## config.mk

```make
export PLATFORM = sky130hd
export DESIGN_NAME = software_timer_bank_flat
export DESIGN_NICKNAME = d
export VERILOG_FILES = /design/src/rtl/core/stb_pkg.sv /design/src/rtl/core/stb_if.sv /design/src/rtl/core/software_timer_bank.sv /design/src/flat_wrapper.sv
export VERILOG_INCLUDE_DIRS = /design/src /design/src/rtl/core
export SDC_FILE = /design/constraint.sdc
export NUM_CORES = 1
export LEC_CHECK = 0
export ABC_AREA = 1
export BUFFER_PORTS_ARGS = -buffer_cell sky130_fd_sc_hd__buf_2
export CAP_MARGIN = 10
export CORE_MARGIN = 5
export CORE_UTILIZATION = 30
export CTS_CLUSTER_SIZE = 24
export DETAILED_ROUTE_END_ITERATION = 16
export PLACE_DENSITY = 0.56
export SLEW_MARGIN = 5
export SYNTH_ARGS = -nofsm -noshare
export SYNTH_HDL_FRONTEND = slang
export SYNTH_SLANG_ARGS = --single-unit
```

## constraint.sdc

```tcl
create_clock -name clock -period 7.56 [get_ports clock]
set_input_delay 0 -clock clock [delete_from_list [all_inputs] [get_ports clock]]
set_output_delay 0 -clock clock [all_outputs]
set_load 0.005 [all_outputs]
```

## src/rtl/core/assert_macros.svh

```systemverilog
// assertion macros shared by the rtl that checks itself
`ifndef ASSERT_MACROS_SVH
`define ASSERT_MACROS_SVH

// same-cycle implication, disabled while reset is high
`define ASSERT_IMPLIES(label, clk, rst, ante, cons) \
   label: assert property (@(posedge clk) disable iff (rst) (ante) |-> (cons)) \
      else $error("assertion failed: same-cycle implication");

// next-cycle implication, disabled while reset is high
`define ASSERT_NEXT(label, clk, rst, ante, cons) \
   label: assert property (@(posedge clk) disable iff (rst) (ante) |=> (cons)) \
      else $error("assertion failed: next-cycle implication");

`endif

```

## src/rtl/core/stb_pkg.sv

```systemverilog
// types and constants of the software timer bank
package stb_pkg;

   // bank size and derived widths
   localparam int NUM_TIMERS = 16;
   localparam int ADDR_W     = (NUM_TIMERS > 1) ? $clog2(NUM_TIMERS) : 1;
   localparam int PTR_W      = $clog2(NUM_TIMERS + 1);

   // transaction field widths
   localparam int ACTION_W = 2;
   localparam int INDEX_W  = 4;
   localparam int DELAY_W  = 16;

   // width wide enough for both a timer index and a memory address
   localparam int CMP_W = ((ADDR_W > INDEX_W) ? ADDR_W : INDEX_W) + 1;

   typedef enum logic [ACTION_W-1:0] {
      ACT_POLL  = 2'd0,
      ACT_TICK  = 2'd1,
      ACT_SET   = 2'd2,
      ACT_CLEAR = 2'd3
   } action_type;

   typedef enum logic [1:0] {
      ST_IDLE,
      ST_SCAN,
      ST_FLUSH
   } state_type;

   typedef struct packed {
      logic               armed;
      logic [DELAY_W-1:0] remaining;
   } entry_type;

endpackage

```

## src/rtl/core/stb_if.sv

```systemverilog
// valid/ready channels of the software timer bank

// request channel: one command per transaction
interface stb_req_if;
   import stb_pkg::*;

   logic                valid;
   logic                ready;
   logic [ACTION_W-1:0] action;
   logic [INDEX_W-1:0]  timer_index;
   logic [DELAY_W-1:0]  delay_ticks;

   modport source (output valid, output action, output timer_index, output delay_ticks,
                   input ready);
   modport sink   (input valid, input action, input timer_index, input delay_ticks,
                   output ready);
endinterface

// response channel: one expired timer per transaction
interface stb_rsp_if;
   import stb_pkg::*;

   logic               valid;
   logic               ready;
   logic [INDEX_W-1:0] fired_index;
   logic               last_fired;

   modport source (output valid, output fired_index, output last_fired, input ready);
   modport sink   (input valid, input fired_index, input last_fired, output ready);
endinterface

```

## src/rtl/core/software_timer_bank.sv

```systemverilog
// bank of one-shot countdown timers held in a synchronous memory
//
//   channel    direction  carries
//   req_chan   in         action, timer_index, delay_ticks
//   rsp_chan   out        fired_index, last_fired (one per expired timer)
//
// a set or clear writes the entry at the accepting edge
// a tick or poll sweeps the memory one entry a cycle while not stalled, read then write back,
// then flushes; no new request is accepted until the block is back in idle
// each expiry is held back in a pending register so that the final one can be marked last
// the sweep stalls while an expiry waits and the response register is full
// reset clears the per-entry valid flags at once; no clearing pass is needed
module software_timer_bank (
   input  logic          clock,
   input  logic          reset,
   stb_req_if.sink       req_chan,
   stb_rsp_if.source     rsp_chan
);
   import stb_pkg::*;

   // timer store and its per-entry valid flags
   entry_type               mem [NUM_TIMERS];
   logic [NUM_TIMERS-1:0]   ent_valid_ff;
   entry_type               mem_rdata_ff;
   logic                    rd_vld_ff;

   logic                    mem_we;
   logic [ADDR_W-1:0]       mem_waddr;
   entry_type               mem_wdata;
   logic [ADDR_W-1:0]       rd_addr;

   // control state
   state_type               state_ff, state_in;
   logic [PTR_W-1:0]        scan_ptr_ff, scan_ptr_in;
   logic                    proc_valid_ff, proc_valid_in;
   logic [ADDR_W-1:0]       proc_idx_ff, proc_idx_in;
   logic                    tick_ff, tick_in;
   logic                    pend_valid_ff, pend_valid_in;
   logic [INDEX_W-1:0]      pend_idx_ff, pend_idx_in;
   logic                    rsp_valid_ff, rsp_valid_in;
   logic [INDEX_W-1:0]      rsp_index_ff, rsp_index_in;
   logic                    rsp_last_ff, rsp_last_in;

   // decoded request and datapath signals
   logic                    req_accept;
   action_type              req_action;
   logic [CMP_W-1:0]        req_idx_ext;
   logic                    req_idx_ok;
   logic                    out_free;
   logic                    scan_done;
   entry_type               cur;
   logic                    dec;
   logic [DELAY_W-1:0]      new_rem;
   logic                    fire;
   logic                    stall;
   logic [CMP_W-1:0]        proc_idx_ext;

   assign req_chan.ready = (state_ff == ST_IDLE);
   assign req_accept     = req_chan.valid && req_chan.ready;
   assign req_action     = action_type'(req_chan.action);
   assign req_idx_ext    = CMP_W'(req_chan.timer_index);
   assign req_idx_ok     = (req_idx_ext < CMP_W'(NUM_TIMERS));

   assign rsp_chan.valid       = rsp_valid_ff;
   assign rsp_chan.fired_index = rsp_index_ff;
   assign rsp_chan.last_fired  = rsp_last_ff;

   // entry being processed, reset value where never written
   assign cur          = rd_vld_ff ? mem_rdata_ff : '0;
   assign dec          = tick_ff && cur.armed && (cur.remaining != '0);
   assign new_rem      = dec ? (cur.remaining - DELAY_W'(1)) : cur.remaining;
   assign fire         = cur.armed && (new_rem == '0);
   assign out_free     = !rsp_valid_ff || rsp_chan.ready;
   assign stall        = proc_valid_ff && fire && pend_valid_ff && !out_free;
   assign scan_done    = (scan_ptr_ff == PTR_W'(NUM_TIMERS)) && !proc_valid_ff;
   assign proc_idx_ext = CMP_W'(proc_idx_ff);

   // next state
   always_comb begin
      state_in = state_ff;
      case (state_ff)
         ST_IDLE: begin
            if (req_accept && (req_action == ACT_POLL || req_action == ACT_TICK)) begin
               state_in = ST_SCAN;
            end
         end
         ST_SCAN: begin
            if (scan_done) begin
               state_in = ST_FLUSH;
            end
         end
         ST_FLUSH: begin
            if (!pend_valid_ff || out_free) begin
               state_in = ST_IDLE;
            end
         end
         default: begin
            state_in = ST_IDLE;
         end
      endcase
   end

   // sweep control, memory accesses and response staging
   always_comb begin
      scan_ptr_in   = scan_ptr_ff;
      proc_valid_in = proc_valid_ff;
      proc_idx_in   = proc_idx_ff;
      tick_in       = tick_ff;
      pend_valid_in = pend_valid_ff;
      pend_idx_in   = pend_idx_ff;
      rsp_valid_in  = rsp_valid_ff && !rsp_chan.ready;
      rsp_index_in  = rsp_index_ff;
      rsp_last_in   = rsp_last_ff;
      rd_addr       = proc_idx_ff;
      mem_we        = 1'b0;
      mem_waddr     = req_idx_ext[ADDR_W-1:0];
      mem_wdata     = '0;
      case (state_ff)
         ST_IDLE: begin
            if (req_accept) begin
               case (req_action)
                  ACT_SET: begin
                     mem_we    = req_idx_ok;
                     mem_wdata = '{armed: 1'b1, remaining: req_chan.delay_ticks};
                  end
                  ACT_CLEAR: begin
                     mem_we    = req_idx_ok;
                     mem_wdata = '0;
                  end
                  default: begin
                     scan_ptr_in   = '0;
                     proc_valid_in = 1'b0;
                     tick_in       = (req_action == ACT_TICK);
                  end
               endcase
            end
         end
         ST_SCAN: begin
            // read side: advance unless the entry in hand is held
            if (!stall) begin
               if (scan_ptr_ff != PTR_W'(NUM_TIMERS)) begin
                  rd_addr       = scan_ptr_ff[ADDR_W-1:0];
                  proc_valid_in = 1'b1;
                  proc_idx_in   = scan_ptr_ff[ADDR_W-1:0];
                  scan_ptr_in   = scan_ptr_ff + PTR_W'(1);
               end else begin
                  proc_valid_in = 1'b0;
               end
            end
            // write-back side: decrement, disarm on expiry
            if (proc_valid_ff && !stall) begin
               mem_we    = 1'b1;
               mem_waddr = proc_idx_ff;
               mem_wdata = '{armed: cur.armed && !fire, remaining: new_rem};
               if (fire) begin
                  if (pend_valid_ff) begin
                     rsp_valid_in = 1'b1;
                     rsp_index_in = pend_idx_ff;
                     rsp_last_in  = 1'b0;
                  end
                  pend_valid_in = 1'b1;
                  pend_idx_in   = proc_idx_ext[INDEX_W-1:0];
               end
            end
         end
         ST_FLUSH: begin
            // the held expiry is the final one of this sweep
            if (pend_valid_ff && out_free) begin
               rsp_valid_in  = 1'b1;
               rsp_index_in  = pend_idx_ff;
               rsp_last_in   = 1'b1;
               pend_valid_in = 1'b0;
            end
         end
         default: begin
            proc_valid_in = 1'b0;
         end
      endcase
   end

   // timer memory: one write and one registered read per cycle
   always_ff @(posedge clock) begin
      if (mem_we) begin
         mem[mem_waddr] <= mem_wdata;
      end
      mem_rdata_ff <= mem[rd_addr];
      rd_vld_ff    <= ent_valid_ff[rd_addr];
   end

   // valid flags: cleared by reset, set on first write
   always_ff @(posedge clock) begin
      if (reset) begin
         ent_valid_ff <= '0;
      end else if (mem_we) begin
         ent_valid_ff[mem_waddr] <= 1'b1;
      end
   end

   // control registers
   always_ff @(posedge clock) begin
      if (reset) begin
         state_ff      <= ST_IDLE;
         scan_ptr_ff   <= '0;
         proc_valid_ff <= 1'b0;
         pend_valid_ff <= 1'b0;
         rsp_valid_ff  <= 1'b0;
         tick_ff       <= 1'b0;
      end else begin
         state_ff      <= state_in;
         scan_ptr_ff   <= scan_ptr_in;
         proc_valid_ff <= proc_valid_in;
         pend_valid_ff <= pend_valid_in;
         rsp_valid_ff  <= rsp_valid_in;
         tick_ff       <= tick_in;
      end
   end

   // payload registers
   always_ff @(posedge clock) begin
      proc_idx_ff  <= proc_idx_in;
      pend_idx_ff  <= pend_idx_in;
      rsp_index_ff <= rsp_index_in;
      rsp_last_ff  <= rsp_last_in;
   end

   // checks
   `include "assert_macros.svh"

   `ASSERT_IMPLIES(a_no_pend_idle, clock, reset, state_ff == ST_IDLE, !pend_valid_ff && !proc_valid_ff)
   `ASSERT_NEXT(a_stall_holds, clock, reset, state_ff == ST_SCAN && stall, proc_valid_ff && $stable(proc_idx_ff))
   `ASSERT_IMPLIES(a_ptr_range, clock, reset, state_ff == ST_SCAN, scan_ptr_ff <= PTR_W'(NUM_TIMERS))

endmodule
```

## src/flat_wrapper.sv

```systemverilog
// flat-port wrapper written by rule: the top's interface ports become plain ports
module software_timer_bank_flat import stb_pkg::*;
  (clock, reset, req_chan_valid, req_chan_action, req_chan_timer_index, req_chan_delay_ticks, req_chan_ready, rsp_chan_valid, rsp_chan_fired_index, rsp_chan_last_fired, rsp_chan_ready);
  stb_req_if req_chan_i ();
  stb_rsp_if rsp_chan_i ();
  input  logic clock;
  input  logic reset;
  input wire logic [$bits(req_chan_i.valid)-1:0] req_chan_valid;
  input wire logic [$bits(req_chan_i.action)-1:0] req_chan_action;
  input wire logic [$bits(req_chan_i.timer_index)-1:0] req_chan_timer_index;
  input wire logic [$bits(req_chan_i.delay_ticks)-1:0] req_chan_delay_ticks;
  output wire logic [$bits(req_chan_i.ready)-1:0] req_chan_ready;
  output wire logic [$bits(rsp_chan_i.valid)-1:0] rsp_chan_valid;
  output wire logic [$bits(rsp_chan_i.fired_index)-1:0] rsp_chan_fired_index;
  output wire logic [$bits(rsp_chan_i.last_fired)-1:0] rsp_chan_last_fired;
  input wire logic [$bits(rsp_chan_i.ready)-1:0] rsp_chan_ready;
  assign req_chan_i.valid = req_chan_valid;
  assign req_chan_i.action = req_chan_action;
  assign req_chan_i.timer_index = req_chan_timer_index;
  assign req_chan_i.delay_ticks = req_chan_delay_ticks;
  assign req_chan_ready = req_chan_i.ready;
  assign rsp_chan_valid = rsp_chan_i.valid;
  assign rsp_chan_fired_index = rsp_chan_i.fired_index;
  assign rsp_chan_last_fired = rsp_chan_i.last_fired;
  assign rsp_chan_i.ready = rsp_chan_ready;
  software_timer_bank u_core (.clock(clock), .reset(reset), .req_chan(req_chan_i), .rsp_chan(rsp_chan_i));
endmodule
```

### Word level (Yosys, flattened, before mapping)

Memories as Yosys holds them, arrays and structs flattened. A register that Yosys moved wholly into a read port is not among the register bits.
Index checks and enable logic that the tools add are counted.

| operators by class | value |
|---|---|
| order comparisons | 4 |
| eq/ne operators | 18 |
| bitwise gates (word level) | 3 |
| add/sub/neg operators | 2 |
| reductions and logical operators | 38 |
| muxes and demuxes | 54 |

Operators by type and width:

| kind | count |
|---|---|
| 17-bit 2-to-1 mux | 4 |
| 4-bit 2-to-1 mux | 9 |
| 17-bit case mux with 2 select lines | 1 |
| 1-bit 2-to-1 mux | 22 |
| 5-bit 2-to-1 mux | 4 |
| 16-bit zero test | 1 |
| 16-bit 2-to-1 mux | 1 |
| 16-bit bitwise OR | 1 |
| 16-bit nonzero test | 1 |
| 16-bit by 1-bit subtractor with 16-bit output (second input constant) | 1 |
| 4-bit by 5-bit less-than comparator with 1-bit output (second input constant) | 3 |
| 1-bit logical AND | 14 |
| 2-bit by 1-bit inequality test with 1-bit output (second input constant) | 7 |
| 5-bit case mux with 2 select lines | 1 |
| 5-bit AND reduction | 2 |
| 3-bit AND reduction | 3 |
| 2-bit inequality test (second input constant) | 4 |
| 1-bit case mux with 2 select lines | 4 |
| 4-bit case mux with 2 select lines | 1 |
| 4-bit AND reduction | 2 |
| 1-bit zero test | 7 |
| 2-bit equality test (second input constant) | 3 |
| 2-bit 2-to-1 mux | 3 |
| 2-bit case mux with 3 select lines | 1 |
| other kinds (13) | 19 |

| word-level totals | value |
|---|---|
| output and inout port bits | 7 |
| word-level logic and storage cells | 132 |
| flip-flop bits (word level) | 41 |
| memories | 1 |
| memory bits (writable) | 272 |
| bits of input ports | 26 |

Memory list:

| name | depth | width | read ports | clocked after Yosys merged registers in | wr ports | line | RTL |
|---|---|---|---|---|---|---|---|
| u_core.mem | 16 | 17 | 1 | 1 | 1 | software_timer_bank.sv:22 | `entry_type mem [NUM_TIMERS];` |

### Longest topological paths before layout

| logic depth | value |
|---|---|
| word-level depth | 18 |
| gate-level depth with buffers | 25 |
| gate-level depth less buffers | 21 |

### Worst setup path before layout

No wires, ideal clock.

| timing path | value |
|---|---|
| path type | register to register |
| start point | reg u_core.rd_vld_ff |
| end point | mem u_core.mem[2][0] (netlist bit) (enable) |
| buffers on the path | 4 |
| slack | 4.088 ns |
| stages on the path, launching flop included | 23 |
| library setup time | 0.369 ns |
| data arrival time | 3.103 ns |
| clock period less this slack | 3.472 ns |
| data required time | 7.191 ns |
| path through | dfxtp_1 > buf_6 > buf_6 > nand2_2 > ha_1 > nand3_2 > nor2_2 > nand2_2 > buf_4 > nand3_1 > nand2_1 > nor2_1 > nand2_1 > nor2_2 > nand4_4 > buf_6 > nand2_4 > nand2_1 > o21ai_1 > inv_1 > nor2_1 > nand2_1 > inv_1 |

| on the way | value |
|---|---|
| cells in the longest elaborated chain, start to end | 15 |
| elaborated cells on any way between the ends | 19 |
| classes of those cells | add/sub (1); mux (8); reduce/logical (10) |

RTL lines:

| what | line | RTL |
|---|---|---|
| from (decl) | software_timer_bank.sv:25 | `logic rd_vld_ff;` |
| from (signal assigned) | software_timer_bank.sv:187 | `rd_vld_ff <= ent_valid_ff[rd_addr];` |
| 17-bit 2-to-1 mux * | software_timer_bank.sv:69 | `assign cur = rd_vld_ff ? mem_rdata_ff : '0;` |
| branches (longest 4 deep; another with 16-bit by 1-bit subtractor with 16-bit output) | -- |  |
| 1-bit logical AND * | software_timer_bank.sv:72 | `assign fire = cur.armed && (new_rem == '0);` |
| 1-bit logical AND * (3 in series) | software_timer_bank.sv:74 | `assign stall = proc_valid_ff && fire && pend_valid_ff && !out_free;` |
| 1-bit zero test * | -- |  |
| 1-bit logical AND * | software_timer_bank.sv:151 | `if (proc_valid_ff && !stall) begin` |
| 1-bit 2-to-1 mux | software_timer_bank.sv:151 |  |
| 1-bit case mux with 2 select lines | software_timer_bank.sv:118 | `case (state_ff)` |
| 1-bit 2-to-1 mux | software_timer_bank.sv:183 | `if (mem_we) begin` |
| 1-bit 2-to-1 mux (not written as such) | software_timer_bank.sv:184 | `mem[mem_waddr] <= mem_wdata;` |
| to (decl) | software_timer_bank.sv:22 |  |

Every way passes the cells marked *.

### Worst setup path after layout

| timing path | value |
|---|---|
| start point | reg u_core.rd_vld_ff |
| end point | reg u_core.mem_rdata_ff[5] (netlist name) |

| on the way | value |
|---|---|
| cells in the longest elaborated chain, start to end | 11 |
| elaborated cells on any way between the ends | 13 |
| classes of those cells | add/sub (1); mux (4); reduce/logical (8) |

RTL lines:

| what | line |
|---|---|
| 17-bit 2-to-1 mux * | software_timer_bank.sv:69 |
| branches (longest 4 deep; another with 16-bit by 1-bit subtractor with 16-bit output) | -- |
| 1-bit logical AND * | software_timer_bank.sv:72 |
| 1-bit logical AND * (3 in series) | software_timer_bank.sv:74 |
| 4-bit 2-to-1 mux * (2 in series) | -- |

Marks and branches as above.
A chain may end at the register's enable or synchronous reset.

==> results.md <==
- Hpwl dp: 23400 um
- Max FO, Critical Path: 91
- # setup viols final: 0
- RSZ-0062 raised after global routing: no
- Yosys top cell area share: 0.549
- H-tree Lvls: 2
- Critical path startpoint category: flip-flop
- Yosys warnings: 0
- Critical path endpoint category: flip-flop
- Final Hold Vio Count: 0
- Worst-Skew Late Latency: 530 ps
- ANT nets after route: 0
- Delay-heaviest family, CP: simple AND/OR/NAND/NOR gates
- Tmin final: 5550 ps
- Tot GR Track Use: 0.148
- Unique masters post-synth: 35
- Initial Util: 0.301
- Hold path start: req_chan_timer_index[0]
- CTS tree: built
- GRT overflow: 0
- Drt total wl: 42000 um
- Count of state elements after synthesis: 330
- Die height: 236 um
- Rel. slew slack: 0.156
- Residual DRC count: 0
- Seq/Total Area, Yosys: 0.613
- Floorplan row count: 83
- Mapped Area: 0.0154 mm^2
- Power Density: 346 mW/mm^2
- Synth async-reset ratio: 0
- Io pins: 33
- Pre-antenna DRT Iters: 5
- Final slew viol count: 0
- Count of input and output buffers: 32
- CP cell instances: nand2_2, ha_1, nand3_2, nor2_2, nand2_2, nand2_2, nand2_1, nand2_1, nor2_1, nand2_1, nor2_2, nand4_4, nand2_4, nand2_2, nand2_4, nand2_1, nand3_1, nand3_1, nand3_1, nand2_1
- Setup TNS: 0 ps
- Setup WS pre-CTS: 2080 ps
- Core ar.: 0.0510 mm^2
- HP Class: in2reg
- Final non-filler cell total: 2391
- CP startpoint: u_core.rd_vld_ff
- Total Power: 6.02 mW
- Fmax: 180 MHz
- CTS Buffer Depth: 3
- Post-synth EDFFs: 281
- CP Buf/Inv Count: 0
- Gp weighted congestion: 0.835
- Most area-hungry cell type in the Yosys netlist: edfxtp_1
- Top post-synthesis cells by area: edfxtp_1 55%, nand3_1 13%, nand2_1 8.8%
- Critical path's most frequent cell: nand2_1
- Filler instances: 5151
- Synth Instances: 1661
- Synthesized area per cell: 9.25 um^2
- Critical Path AT: 5960 ps
- Largest net degree at the start of global routing: 92
- Worst slew pin tran: 1270 ps
- CTS root buf: clkbuf_16
- Die Area: 0.0558 mm^2
- DR iter-0 viols: 1054
- RR Startpoint: u_core.rd_vld_ff
- Area Growth Syn to Fin: 13.1%
- Top-count cell post-synth: nand3_1
- Pleak: 7.70 nW
- Clock tree sinks: 330
- CTS clock-pin slew for the worst setup and hold paths: 60 ps
- Dpl cells: 2318
- Outcome: finished, final reports clean
- Share of cells above drive strength 1: 0.0807
- Peak VDD IR: 0.238 mV
- Final period util: 0.734
- Vias in the first global route: 10758
- First-pass GRT wire length: 64400 um
- Max Cap Viol: 0
- Worst Hold Margin: 87.2 ps
- Vias: 11205
- Top cells by count, synth: 395 x nand3_1, 361 x nand2_1, 350 x inv_1, 281 x edfxtp_1, 49 x dfxtp_1
- Die X: 236 um
- WL per Instance: 17.5 um
- CP max stage cell: nand2_4
- Prevailing post-synth register cell: edfxtp_1
- Cts bufs inserted: 36
- Worst Setup Slack, final: 2010 ps
- Nets@finish: 1715
- Post-CTS Resized: 0
- CP required: 7970 ps
- Clock Skew: 20.5 ps
- Crit-path max cell delay: 1100 ps
- Syn_nets: 1693
- FF-to-FF setup slack: 2010 ps
- Via/cell ratio: 4.69
- Setup Crit Path Kind: reg2reg
- Initial antenna violation count: 0
-- state kept, by name, summed over array words and instances, names as in the netlist, 2 cells and up --
register                     flops
u_core.scan_ptr_ff               5
u_core.pend_idx_ff               4
u_core.rsp_chan.fired_index      4
u_core.proc_idx_ff               4
u_core.state_ff                  2
u_core.mem                     272
u_core.mem_rdata_ff             17
u_core.ent_valid_ff             16
-- cells in the final DEF (no fill, tap or decap), types with 3 or more instances in the layout --
master / n
nand3_1: 395
dfxtp_1: 49
xor2_1: 4
clkbuf_1: 10
nand2_4: 5
nand3_2: 3
buf_4: 14
buf_2: 32
dlygate4sd3_1: 7
inv_1: 350
ha_1: 6
nand2_1: 361
o21ai_4: 3
nor2_1: 35
nor2_2: 7
clkinv_1: 8
nand4_1: 9
a21oi_1: 26
o21ai_1: 4
nand2_2: 11
edfxtp_1: 281
inv_2: 7
nor2_4: 3
clkinv_2: 4
clkbuf_16: 38
o21ai_0: 17
-- power by group --
part           internal [mW]  switching, mW
logic                  0.595           1.49
registers               2.11          0.113
clock network           1.01          0.705
-- timing repair --
| action | 4_1_cts | 5_1_grt |
|---|---|---|
| hold endpoints to repair | 22 | 0 |
| hold buffers | 7 | 0 |
| setup buffers | 0 | 0 |
-- worst register-to-register path, delay by kind of cell (launching register included) --
kind	cells	cell delay, ps
flip-flops	1	800
adder cells (fa/ha/maj)	1	290
AND/OR/NAND/NOR	19	4340
-- routing by layer --
metal / wire (um) / track usage / part of all wire
met1: 18700 / 0.210 / 0.45
met2: 18200 / 0.230 / 0.43
met3: 3690 / 0.0234 / 0.088
met4: 1370 / 0.0525 / 0.033
met5: 0 / 0 / 0
-- per-stage QoR --
step / utilization / instance area, um^2
floorplan: - / 15400
global placement: 0.317 / 16200
global route: 0.341 / 17400
CTS: 0.341 / 17400
detailed placement: 0.317 / 16200
finish: 0.341 / 17400
-- cell type report --
| cell class | instances | area [um^2] | area share |
|---|---|---|---|
| inverter | 358 | 1340 | 0.0773 |
| antenna | 1 | 2.50 | 0.000144 |
| timing repair buffer | 54 | 355 | 0.0204 |
| sequential | 330 | 9420 | 0.542 |
| clock buffer | 50 | 1020 | 0.0584 |
| clock inverter | 15 | 131 | 0.00756 |
| multi-input combinational | 903 | 4270 | 0.245 |
| tap | 680 | 851 | 0.0489 |
-- logic make-up after synthesis --
group                    synth area share
adder cells (fa/ha/maj)           0.00489
flip-flops                          0.613
XOR/XNOR                          0.00228
AND/OR/NAND/NOR                     0.248
AO/OA/AOI/OAI                      0.0208
buffers and inverters               0.111
-- worst paths after layout --
| path | endpoint | depth (start not counted) |
|---|---|---|
| max reg2reg | u_core.mem_rdata_ff[5] | 20 |
| min reg2reg | u_core.rsp_chan.fired_index[2] | 0 |
| min | u_core.ent_valid_ff[1] | 7 |
| max | u_core.mem_rdata_ff[5] | 20 |
No activity file was read; power rests on OpenSTA's default activity.
